**config.mk**
```make
export PLATFORM = sky130hd
export DESIGN_NAME = lsvm_ctrl
export DESIGN_NICKNAME = d
export VERILOG_FILES = /design/src/hdl/lsvm_pkg.sv /design/src/hdl/lsvm_ctrl.sv
export SDC_FILE = /design/constraint.sdc
export NUM_CORES = 1
export LEC_CHECK = 0
export BUFFER_PORTS_ARGS = -buffer_cell sky130_fd_sc_hd__buf_2
export CORE_AREA = 2 2 188 190
export CTS_BUF_LIST = sky130_fd_sc_hd__clkbuf_4 sky130_fd_sc_hd__clkbuf_8
export CTS_CLUSTER_SIZE = 10
export DETAILED_ROUTE_END_ITERATION = 6
export DIE_AREA = 0 0 190 192
export HOLD_SLACK_MARGIN = 0.15
export PLACE_DENSITY_LB_ADDON = 0.15
export SLEW_MARGIN = 20
export SYNTH_ARGS = -nofsm -noshare
export SYNTH_HDL_FRONTEND = slang
export SYNTH_SLANG_ARGS = --single-unit
```
**constraint.sdc**
```tcl
create_clock -name clock -period 6.9 [get_ports clock]
set_input_delay 0.69 -clock clock [delete_from_list [all_inputs] [get_ports clock]]
set_output_delay 0.69 -clock clock [all_outputs]
set_load 0.02 [all_outputs]
```
**src/hdl/lsvm_pkg.sv**
```systemverilog
// shared types, constants and helpers for the linear svm sgd trainer
package lsvm_pkg;

   localparam int FEATURE_COUNT = 8;
   localparam int FEATURE_WIDTH = 16;
   localparam int WORD_WIDTH = 32;
   localparam int PROD_WIDTH = WORD_WIDTH + FEATURE_WIDTH;
   localparam int SUM_WIDTH = PROD_WIDTH + $clog2(FEATURE_COUNT) + 1;
   localparam int SCORE_WIDE = SUM_WIDTH + 1;
   localparam int CNT_WIDTH = $clog2(FEATURE_COUNT + 1);
   localparam int UPD_WIDTH = WORD_WIDTH + 3;

   localparam int CSR_INDEX_WIDTH = 2;
   localparam int CSR_DATA_WIDTH = 16;

   localparam logic [CSR_INDEX_WIDTH-1:0] CSR_LEARNING_RATE = 2'd0;
   localparam logic [CSR_INDEX_WIDTH-1:0] CSR_REGULARIZATION = 2'd1;

   localparam logic [CSR_DATA_WIDTH-1:0] LEARNING_RATE_RESET = 16'd655;
   localparam logic [CSR_DATA_WIDTH-1:0] REGULARIZATION_RESET = 16'd6554;

   localparam logic OP_TRAIN = 1'b0;
   localparam logic OP_PREDICT = 1'b1;

   localparam logic signed [WORD_WIDTH-1:0] Q_ONE = 32'sd65536;
   localparam logic signed [WORD_WIDTH-1:0] WORD_MAX = 32'sh7fffffff;
   localparam logic signed [WORD_WIDTH-1:0] WORD_MIN = 32'sh80000000;

   typedef struct packed {
      logic operation;
      logic label_positive;
      logic signed [FEATURE_WIDTH-1:0] feature_0;
      logic signed [FEATURE_WIDTH-1:0] feature_1;
      logic signed [FEATURE_WIDTH-1:0] feature_2;
      logic signed [FEATURE_WIDTH-1:0] feature_3;
      logic signed [FEATURE_WIDTH-1:0] feature_4;
      logic signed [FEATURE_WIDTH-1:0] feature_5;
      logic signed [FEATURE_WIDTH-1:0] feature_6;
      logic signed [FEATURE_WIDTH-1:0] feature_7;
   } req_type;

   typedef struct packed {
      logic class_positive;
      logic signed [WORD_WIDTH-1:0] score;
      logic margin_met;
   } rsp_type;

   typedef struct packed {
      logic load;
      logic update;
      logic add_step;
      logic label_positive;
   } cell_ctrl_type;

   typedef enum logic [2:0] {
      ST_IDLE,
      ST_SUM,
      ST_SCORE,
      ST_UPDATE,
      ST_DONE
   } state_type;

   function automatic logic signed [WORD_WIDTH-1:0] sat_word(
      input logic signed [UPD_WIDTH-1:0] v
   );
      logic [UPD_WIDTH-WORD_WIDTH:0] top_bits;
      top_bits = v[UPD_WIDTH-1:WORD_WIDTH-1];
      if ((&top_bits) || (~|top_bits)) begin
         return v[WORD_WIDTH-1:0];
      end else if (v[UPD_WIDTH-1]) begin
         return WORD_MIN;
      end else begin
         return WORD_MAX;
      end
   endfunction

endpackage

```
**src/hdl/lsvm_ctrl.sv**
```systemverilog
// sequencer, config registers, score, bias and result register
module lsvm_ctrl (
   input  logic                                        clock,
   input  logic                                        reset,
   input  logic                                        req_valid,
   output logic                                        req_stall,
   input  logic                                        req_operation,
   input  logic                                        req_label_positive,
   output logic                                        rsp_valid,
   input  logic                                        rsp_stall,
   output lsvm_pkg::rsp_type                           rsp_data,
   input  logic                                        csr_valid,
   output logic                                        csr_ready,
   input  logic [lsvm_pkg::CSR_INDEX_WIDTH-1:0]        csr_index,
   input  logic [lsvm_pkg::CSR_DATA_WIDTH-1:0]         csr_data,
   input  logic signed [lsvm_pkg::SUM_WIDTH-1:0]       sum_last,
   output lsvm_pkg::cell_ctrl_type                     cell_ctrl,
   output logic [lsvm_pkg::WORD_WIDTH-1:0]             decay_rate,
   output logic [lsvm_pkg::CSR_DATA_WIDTH-1:0]         learning_rate
);

   localparam int W = lsvm_pkg::WORD_WIDTH;
   localparam int CW = lsvm_pkg::CNT_WIDTH;
   localparam int DW = lsvm_pkg::CSR_DATA_WIDTH;
   localparam int UW = lsvm_pkg::UPD_WIDTH;
   localparam int SCW = lsvm_pkg::SCORE_WIDE;

   lsvm_pkg::state_type state_ff, state_in;
   logic [CW-1:0]        cnt_ff, cnt_in;
   logic [DW-1:0]        lr_ff, lr_in, reg_ff, reg_in;
   logic [W-1:0]         p_ff, p_in;
   logic                 train_ff, train_in, label_ff, label_in;
   logic signed [W-1:0]  score_ff, score_in, bias_ff, bias_in;
   logic                 met_ff, met_in, met;
   logic                 rsp_valid_ff, rsp_valid_in;
   lsvm_pkg::rsp_type    rsp_ff, rsp_in;
   logic                 load, update, rsp_load;
   logic signed [SCW-1:0] score_wide;
   logic [SCW-W:0]        score_top;
   logic signed [UW-1:0]  bias_next;
   logic signed [UW-1:0]  lr_ext;

   // next state
   always_comb begin
      state_in = state_ff;
      case (state_ff)
         lsvm_pkg::ST_IDLE: begin
            if (req_valid) begin
               state_in = lsvm_pkg::ST_SUM;
            end
         end
         lsvm_pkg::ST_SUM: begin
            if (cnt_ff == CW'(lsvm_pkg::FEATURE_COUNT)) begin
               state_in = lsvm_pkg::ST_SCORE;
            end
         end
         lsvm_pkg::ST_SCORE: state_in = lsvm_pkg::ST_UPDATE;
         lsvm_pkg::ST_UPDATE: state_in = lsvm_pkg::ST_DONE;
         lsvm_pkg::ST_DONE: begin
            if (!rsp_valid_ff || !rsp_stall) begin
               state_in = lsvm_pkg::ST_IDLE;
            end
         end
         default: state_in = lsvm_pkg::ST_IDLE;
      endcase
   end

   // state outputs
   always_comb begin
      req_stall = 1'b1;
      load = 1'b0;
      update = 1'b0;
      rsp_load = 1'b0;
      case (state_ff)
         lsvm_pkg::ST_IDLE: begin
            req_stall = 1'b0;
            load = req_valid;
         end
         lsvm_pkg::ST_SUM: ;
         lsvm_pkg::ST_SCORE: ;
         lsvm_pkg::ST_UPDATE: update = train_ff;
         lsvm_pkg::ST_DONE: rsp_load = !rsp_valid_ff || !rsp_stall;
         default: ;
      endcase
   end

   always_comb begin
      cnt_in = (state_ff == lsvm_pkg::ST_SUM) ? cnt_ff + CW'(1) : '0;

      lr_in = lr_ff;
      reg_in = reg_ff;
      if (csr_valid) begin
         case (csr_index)
            lsvm_pkg::CSR_LEARNING_RATE: lr_in = csr_data;
            lsvm_pkg::CSR_REGULARIZATION: reg_in = csr_data;
            default: ;
         endcase
      end
      p_in = lr_ff * reg_ff;

      train_in = load ? (req_operation == lsvm_pkg::OP_TRAIN) : train_ff;
      label_in = load ? req_label_positive : label_ff;

      // floor shift of the dot product, add bias, clamp
      score_wide = SCW'(sum_last >>> 8) + SCW'(bias_ff);
      score_top = score_wide[SCW-1:W-1];
      if ((&score_top) || (~|score_top)) begin
         score_in = score_wide[W-1:0];
      end else if (score_wide[SCW-1]) begin
         score_in = lsvm_pkg::WORD_MIN;
      end else begin
         score_in = lsvm_pkg::WORD_MAX;
      end
      // score is kept from the weights and bias before the update
      if (state_ff != lsvm_pkg::ST_SCORE) begin
         score_in = score_ff;
      end

      met = train_ff && (label_ff ? (score_ff >= lsvm_pkg::Q_ONE)
                                  : (score_ff <= -lsvm_pkg::Q_ONE));
      met_in = (state_ff == lsvm_pkg::ST_UPDATE) ? met : met_ff;

      lr_ext = $signed({{(UW - DW){1'b0}}, lr_ff});
      bias_next = UW'(bias_ff) + (label_ff ? lr_ext : -lr_ext);
      bias_in = (update && !met) ? lsvm_pkg::sat_word(bias_next) : bias_ff;

      rsp_in = rsp_ff;
      if (rsp_load) begin
         rsp_in.class_positive = !score_ff[W-1];
         rsp_in.score = score_ff;
         rsp_in.margin_met = met_ff;
      end
      rsp_valid_in = rsp_load || (rsp_valid_ff && rsp_stall);
   end

   always_ff @(posedge clock) begin
      if (reset) begin
         state_ff <= lsvm_pkg::ST_IDLE;
         cnt_ff <= '0;
         lr_ff <= lsvm_pkg::LEARNING_RATE_RESET;
         reg_ff <= lsvm_pkg::REGULARIZATION_RESET;
         bias_ff <= '0;
         rsp_valid_ff <= 1'b0;
      end else begin
         state_ff <= state_in;
         cnt_ff <= cnt_in;
         lr_ff <= lr_in;
         reg_ff <= reg_in;
         bias_ff <= bias_in;
         rsp_valid_ff <= rsp_valid_in;
      end
   end

   always_ff @(posedge clock) begin
      p_ff <= p_in;
      train_ff <= train_in;
      label_ff <= label_in;
      score_ff <= score_in;
      met_ff <= met_in;
      rsp_ff <= rsp_in;
   end

   always_comb begin
      cell_ctrl.load = load;
      cell_ctrl.update = update;
      cell_ctrl.add_step = !met;
      cell_ctrl.label_positive = label_ff;
   end

   assign csr_ready = 1'b1;
   assign rsp_valid = rsp_valid_ff;
   assign rsp_data = rsp_ff;
   assign decay_rate = p_ff;
   assign learning_rate = lr_ff;

endmodule

```
Yosys cells after proc, flatten, opt, wreduce, memory -nomap -nowiden:

Index checks and enable logic that the tools add are counted.

* output and inout port bits: 89
* word-level logic and storage cells: 70
* register bits: 173
* input port bits: 77

* multipliers: 1
* reductions and logical operators: 23
* add/sub/neg operators: 4
* mux-type cells: 14
* magnitude comparators: 2
* equality and inequality tests: 10
* bitwise gates (word level): 2

Operator list (count)
* 32-bit 2-to-1 mux: 4
* 44-bit by 32-bit adder with 45-bit output: 1
* 32-bit by 35-bit adder with 35-bit output: 1
* 35-bit 2-to-1 mux: 1
* 16-bit negation with 35-bit output: 1
* 32-bit by 18-bit >= comparator with 1-bit output, second input constant: 1
* 32-bit by 17-bit less-or-equal comparator with 1-bit output, second input constant: 1
* 16-bit by 16-bit multiplier with 32-bit output: 1
* 22-bit AND reduction: 1
* 22-bit OR reduction: 1
* 3-bit one-hot mux with 5 select lines: 1
* 3-bit 2-to-1 mux: 3
* 3-bit by 2-bit == test with 1-bit output, second input constant: 2
* 1-bit logical NOT: 6
* 2-bit inequality test, second input constant: 3
* 1-bit 2-to-1 mux: 5
* 4-bit by 1-bit adder with 4-bit output, second input constant: 1
* 4-bit == test, second input constant: 1
* 1-bit logical OR: 4
* 2-bit AND reduction: 2
* 4-bit AND reduction: 1
* 4-bit OR reduction: 1
* 3-bit by 1-bit == test with 1-bit output, second input constant: 1
* 3-bit == test, second input constant: 1
* 8 further kinds: 11

Depth between registers and ports, before layout:

* depth in word-level cells: 7
* mapped depth: 26
* mapped depth without buffers: 25

Worst setup path before layout:

No wires, ideal clock.

* path type: reg2reg
* start point: register lr_ff[9] (netlist: learning_rate[9])
* end point: register p_ff[30] (netlist: decay_rate[30])
* stages on the path, launching flop included: 25
* data arrival time: 6.707 ns
* setup slack: 0.121 ns
* buffers on the path: 2
* clock period less this slack: 6.779 ns
* library setup time: 0.072 ns
* data required time: 6.828 ns
* cell sequence: dfxtp_1 > clkbuf_1 > clkbuf_1 > nand2_1 > fa_1 > fa_1 > fa_1 > inv_1 > fa_1 > fa_1 > inv_1 > fa_1 > inv_1 > ha_1 > and3_1 > a221o_1 > a21o_1 > a41o_1 > a21oi_1 > a21oi_1 > a41o_1 > o41ai_1 > o21bai_1 > a21oi_1 > xnor2_1

* word-level cells in the longest chain between the ends: 1

RTL lines
* start, declared: line lsvm_ctrl.sv:30 `logic [DW-1:0] lr_ff, lr_in, reg_ff, reg_in;`
* start signal, assigned: line lsvm_ctrl.sv:140 `lr_ff <= lsvm_pkg::LEARNING_RATE_RESET;`
* start signal, assigned: line lsvm_ctrl.sv:147 `lr_ff <= lr_in;`
* 16-bit by 16-bit multiplier with 32-bit output: line lsvm_ctrl.sv:99 `p_in = lr_ff * reg_ff;`
* via p_in[30]: line lsvm_ctrl.sv:31 `logic [W-1:0] p_ff, p_in;`
* end signal, assigned: line lsvm_ctrl.sv:155 `p_ff <= p_in;`
* end, declared: line lsvm_ctrl.sv:31

The timed path passes the listed nets, and every way through them passes these cells.
A chain may end at the register's enable or synchronous reset.

Final worst setup path:

* start point: register reg_ff[5]
* end point: register p_ff[30] (netlist: decay_rate[30])

* word-level cells in the longest chain between the ends: 1

RTL lines
* start, declared: line lsvm_ctrl.sv:30
* start signal, assigned: line lsvm_ctrl.sv:141 `reg_ff <= lsvm_pkg::REGULARIZATION_RESET;`
* start signal, assigned: line lsvm_ctrl.sv:148 `reg_ff <= reg_in;`
* 16-bit by 16-bit multiplier with 32-bit output: line lsvm_ctrl.sv:99
* via p_in[30]: line lsvm_ctrl.sv:31

The timed path passes the listed nets, and every way through them passes these cells.

==> impl_metrics.json <==
{
  "status": "complete, no violations",
  "cp-start-kind": "flip-flop",
  "fin_skew_ns": 0.0243,
  "utilization_pct": 62.0,
  "dieHeight_um": 192,
  "min_period_over_period_pct": 95.5,
  "core_mm2": 0.0343,
  "syn_to_final_growth_pct": 10.1,
  "ys_seq_elements": 173,
  "die-width_um": 190,
  "synth_edf_count": 69,
  "netlist_area_mm2": 0.0193,
  "rsz0062_at_grt": "no",
  "dp_cells": 2741,
  "hold_path_class": "in -> reg",
  "h-tree-depth": 4,
  "final_cells": 2778,
  "crit_required_ns": 7.32,
  "overflow": 0,
  "gp_congestion": 0.924,
  "irDropWorstVdd_mv": 0.368,
  "numClockSinks": 173,
  "grt_pass1_vias": 15600,
  "syn_inst": 2163,
  "yosys_warnings": 0,
  "synth_top_area_share_pct": 20.3,
  "crit_chain": "and2_1 -> fa_1 -> inv_1 -> fa_2 -> fa_1 -> fa_1 -> inv_1 -> fa_1 -> inv_1 -> fa_1 -> inv_1 -> ha_1 -> a21o_1 -> a221o_1 -> a21o_1 -> a41o_1 -> a21oi_2 -> a21oi_2 -> a41o_1 -> o41ai_2 -> buf_4 -> o21bai_1 -> a21oi_2 -> xnor2_1",
  "setup_violations": 0,
  "path_class": "reg -> reg",
  "yosysTopAreaCell": "fa_1",
  "grt_start_max_net_pins": 43,
  "finalWirelength_mm": 48.8,
  "cts_hold_buf": 0,
  "grt_antenna_before_repair": 3,
  "power.density_mw_per_mm2": 220,
  "grt_pass1_wl_mm": 80.4,
  "crit_slowest_cell": "fa_2",
  "cts_tree": "done",
  "post-route-min-period_ns": 6.59,
  "async_flop_share_pct": 0,
  "max_freq_mhz": 152,
  "seqCellArea_mm2": 0.00417,
  "hpwl_mm": 39.8,
  "fillCellCount": 2979,
  "maxCapViolCount": 0,
  "syn_nets": 2622,
  "port_buffers": 156,
  "cts_root_buf": "clkbuf_8",
  "numCtsBuffers": 17,
  "clock_latency_ns": 0.50,
  "drtIter0Drc": 1172,
  "cp-end-kind": "flip-flop",
  "final_nets": 2765,
  "tns_ns": 0,
  "ys_top_cells_by_area": "fa_1 20%, ha_1 12%, dfxtp_1 11%",
  "leakagePower_nw": 10.2,
  "clk_path_buf_depth": 2,
  "hold_violations": 0,
  "grt_use_total_pct": 28.0,
  "multi_input_area_mm2": 0.0137,
  "final_layout_size_suffix_gt1_share_pct": 14.7,
  "slew_headroom_pct": 35.1,
  "cp_max_fo": 5,
  "dr_total_vias": 15700,
  "firstDrtPassIters": 5,
  "arrival_ns": 7.01,
  "post_drt_via_cell_ratio": 5.64,
  "ys_seq_area_share_pct": 21.5,
  "path_common_cell": "fa_1",
  "total_power_w": 0.00467,
  "initial_utilization_pct": 56.3,
  "rows": 68,
  "slowest_delay_ns": 0.58,
  "syn_area_per_cell_um2": 8.93,
  "ys.flop_type": "dfxtp_1",
  "post-route-drc-count": 0,
  "synth_cell_types": 92,
  "slew_viol_final": 0,
  "clkSlewWorstSetupHoldPaths_ns": 0.12,
  "io_pins": 166,
  "wl_per_cell_um": 17.6,
  "drtAntennaViolNets": 0,
  "die-area_mm2": 0.0365,
  "tightest_slew_ns": 0.972
}
==> critical path: cells and delay by family (launching register included) <==
| kind | cells | cell delay [ns] |
|---|---|---|
| xor gates and xnor gates | 1 | 0.13 |
| and+or+nand+nor | 1 | 0.18 |
| buffers and inverters | 5 | 0.39 |
| adders and majority gates | 7 | 3.37 |
| AOI/OAI and AO/OA | 10 | 2.04 |
| DFF | 1 | 0.38 |
==> what timing repair did <==
action	CTS	global route
resized for setup	3	20
pin swaps	0	8
gates cloned	0	0
buffers inserted	0	1
endpoints found under the setup margin	1	3
==> per-layer routing <==
metal  up-vias  share of wire (%)  GRT usage, %
met5         -                  0             0
met4         0                1.7          6.89
met3        47                6.0          3.98
met2       492                 46          45.1
met1      7580                 47          39.8
li1       7560                  -             -
==> registers in the layout, summed over array words and instances, names as in the netlist <==
name           flops
bias_ff           32
learning_rate     16
train_ff           1
state_ff           3
label_ff           1
cnt_ff             4
rsp_valid          1
decay_rate        32
reg_ff            16
met_ff             1
score_ff          32
rsp_data          34
==> cell usage in the layout, fill, tap and decap left out, types with 10 or more instances in the layout <==
cell / netlist / final
nor3_1: 23 / 23
ha_1: 186 / 185
a211oi_1: 11 / 11
clkbuf_8: 0 / 17
nor4_1: 12 / 12
and2_1: 136 / 136
a221o_1: 26 / 26
o21ai_0: 50 / 50
nand3b_1: 14 / 14
nor2_1: 81 / 81
buf_2: 10 / 156
buf_4: 4 / 70
o21bai_1: 18 / 18
nand2_1: 268 / 268
dfxtp_1: 104 / 94
nand3_1: 30 / 30
nand2b_1: 15 / 15
xor2_1: 44 / 44
xnor2_1: 67 / 67
a21oi_1: 152 / 148
o21a_1: 10 / 10
edfxtp_1: 69 / 69
and3_1: 13 / 12
fa_1: 196 / 194
a31oi_1: 16 / 15
o31ai_1: 10 / 10
o21ai_2: 31 / 31
a21o_1: 50 / 50
nand4_1: 25 / 25
inv_1: 279 / 279
==> per-stage QoR <==
stage / area [um2] / hold slack, ns / worst slack [ns]
after floorplan: 19300 / 0.400 / 0.121
after global placement: 20800 / 0.406 / 0.0818
after detailed placement: 20800 / 0.424 / -0.0474
after CTS: 21200 / 0.343 / 0.0529
after global routing: 21300 / 0.348 / 0.00109
final: 21300 / 0.374 / 0.309
==> cell families after synthesis <==
group	after synthesis	share of synthesized area (%)
AO/OA/AOI/OAI	447	15.8
XOR/XNOR	112	5.12
adder cells (fa/ha/maj)	382	32.4
buffers and inverters	385	7.92
flip-flops	173	21.5
multiplexers	5	0.292
other	1	0.0194
AND/OR/NAND/NOR	658	16.9
==> report_power, final <==
group | total [W] | switching [W] | internal, W
clock network | 0.000733 | 0.000459 | 0.000274
registers | 0.00120 | 0.0000326 | 0.00117
logic | 0.00274 | 0.00154 | 0.00120
total | 0.00467 | 0.00203 | 0.00264
==> final cells by class <==
cell class	count	share of cell area [%]
Clock inverter	15	0.765
Inverter	280	4.94
Tap cell	455	2.68
Sequential cell	173	19.6
Timing Repair Buffer	229	6.39
Multi-Input combinational cell	1605	64.5
Antenna cell	4	0.0471
Clock buffer	17	1.10
==> cells in the mapped netlist (4+ instances only) <==
| library cell | n |
|---|---|
| a211o_1 | 8 |
| a211oi_1 | 11 |
| a21boi_0 | 6 |
| a21o_1 | 50 |
| a21oi_1 | 152 |
| a221o_1 | 26 |
| a31oi_1 | 16 |
| and2_1 | 136 |
| and3_1 | 13 |
| buf_2 | 10 |
| buf_4 | 4 |
| buf_6 | 7 |
| clkbuf_1 | 80 |
| dfxtp_1 | 104 |
| edfxtp_1 | 69 |
| fa_1 | 196 |
| ha_1 | 186 |
| inv_1 | 279 |
| nand2_1 | 268 |
| nand2b_1 | 15 |
| nand3_1 | 30 |
| nand3b_1 | 14 |
| nand4_1 | 25 |
| nor2_1 | 81 |
| nor2b_1 | 8 |
| nor3_1 | 23 |
| nor3b_1 | 4 |
| nor4_1 | 12 |
| o211a_1 | 4 |
| o21a_1 | 10 |
| o21ai_0 | 50 |
| o21ai_1 | 8 |
| o21ai_2 | 31 |
| o21bai_1 | 18 |
| o31ai_1 | 10 |
| or3_1 | 5 |
| xnor2_1 | 67 |
| xor2_1 | 44 |
==> path summary, 6_finish.rpt <==
check / from / end / slack (ns) / depth (start not counted)
worst min-delay path: req_label_positive / label_ff / 0.37 / 1
worst max-delay path: reg_ff[5] / decay_rate[30] / 0.31 / 24
worst max register to register: reg_ff[5] / decay_rate[30] / 0.31 / 24
worst min register to register: met_ff / rsp_data[0] / 0.44 / 0
(Power assumes the default switching activity.)
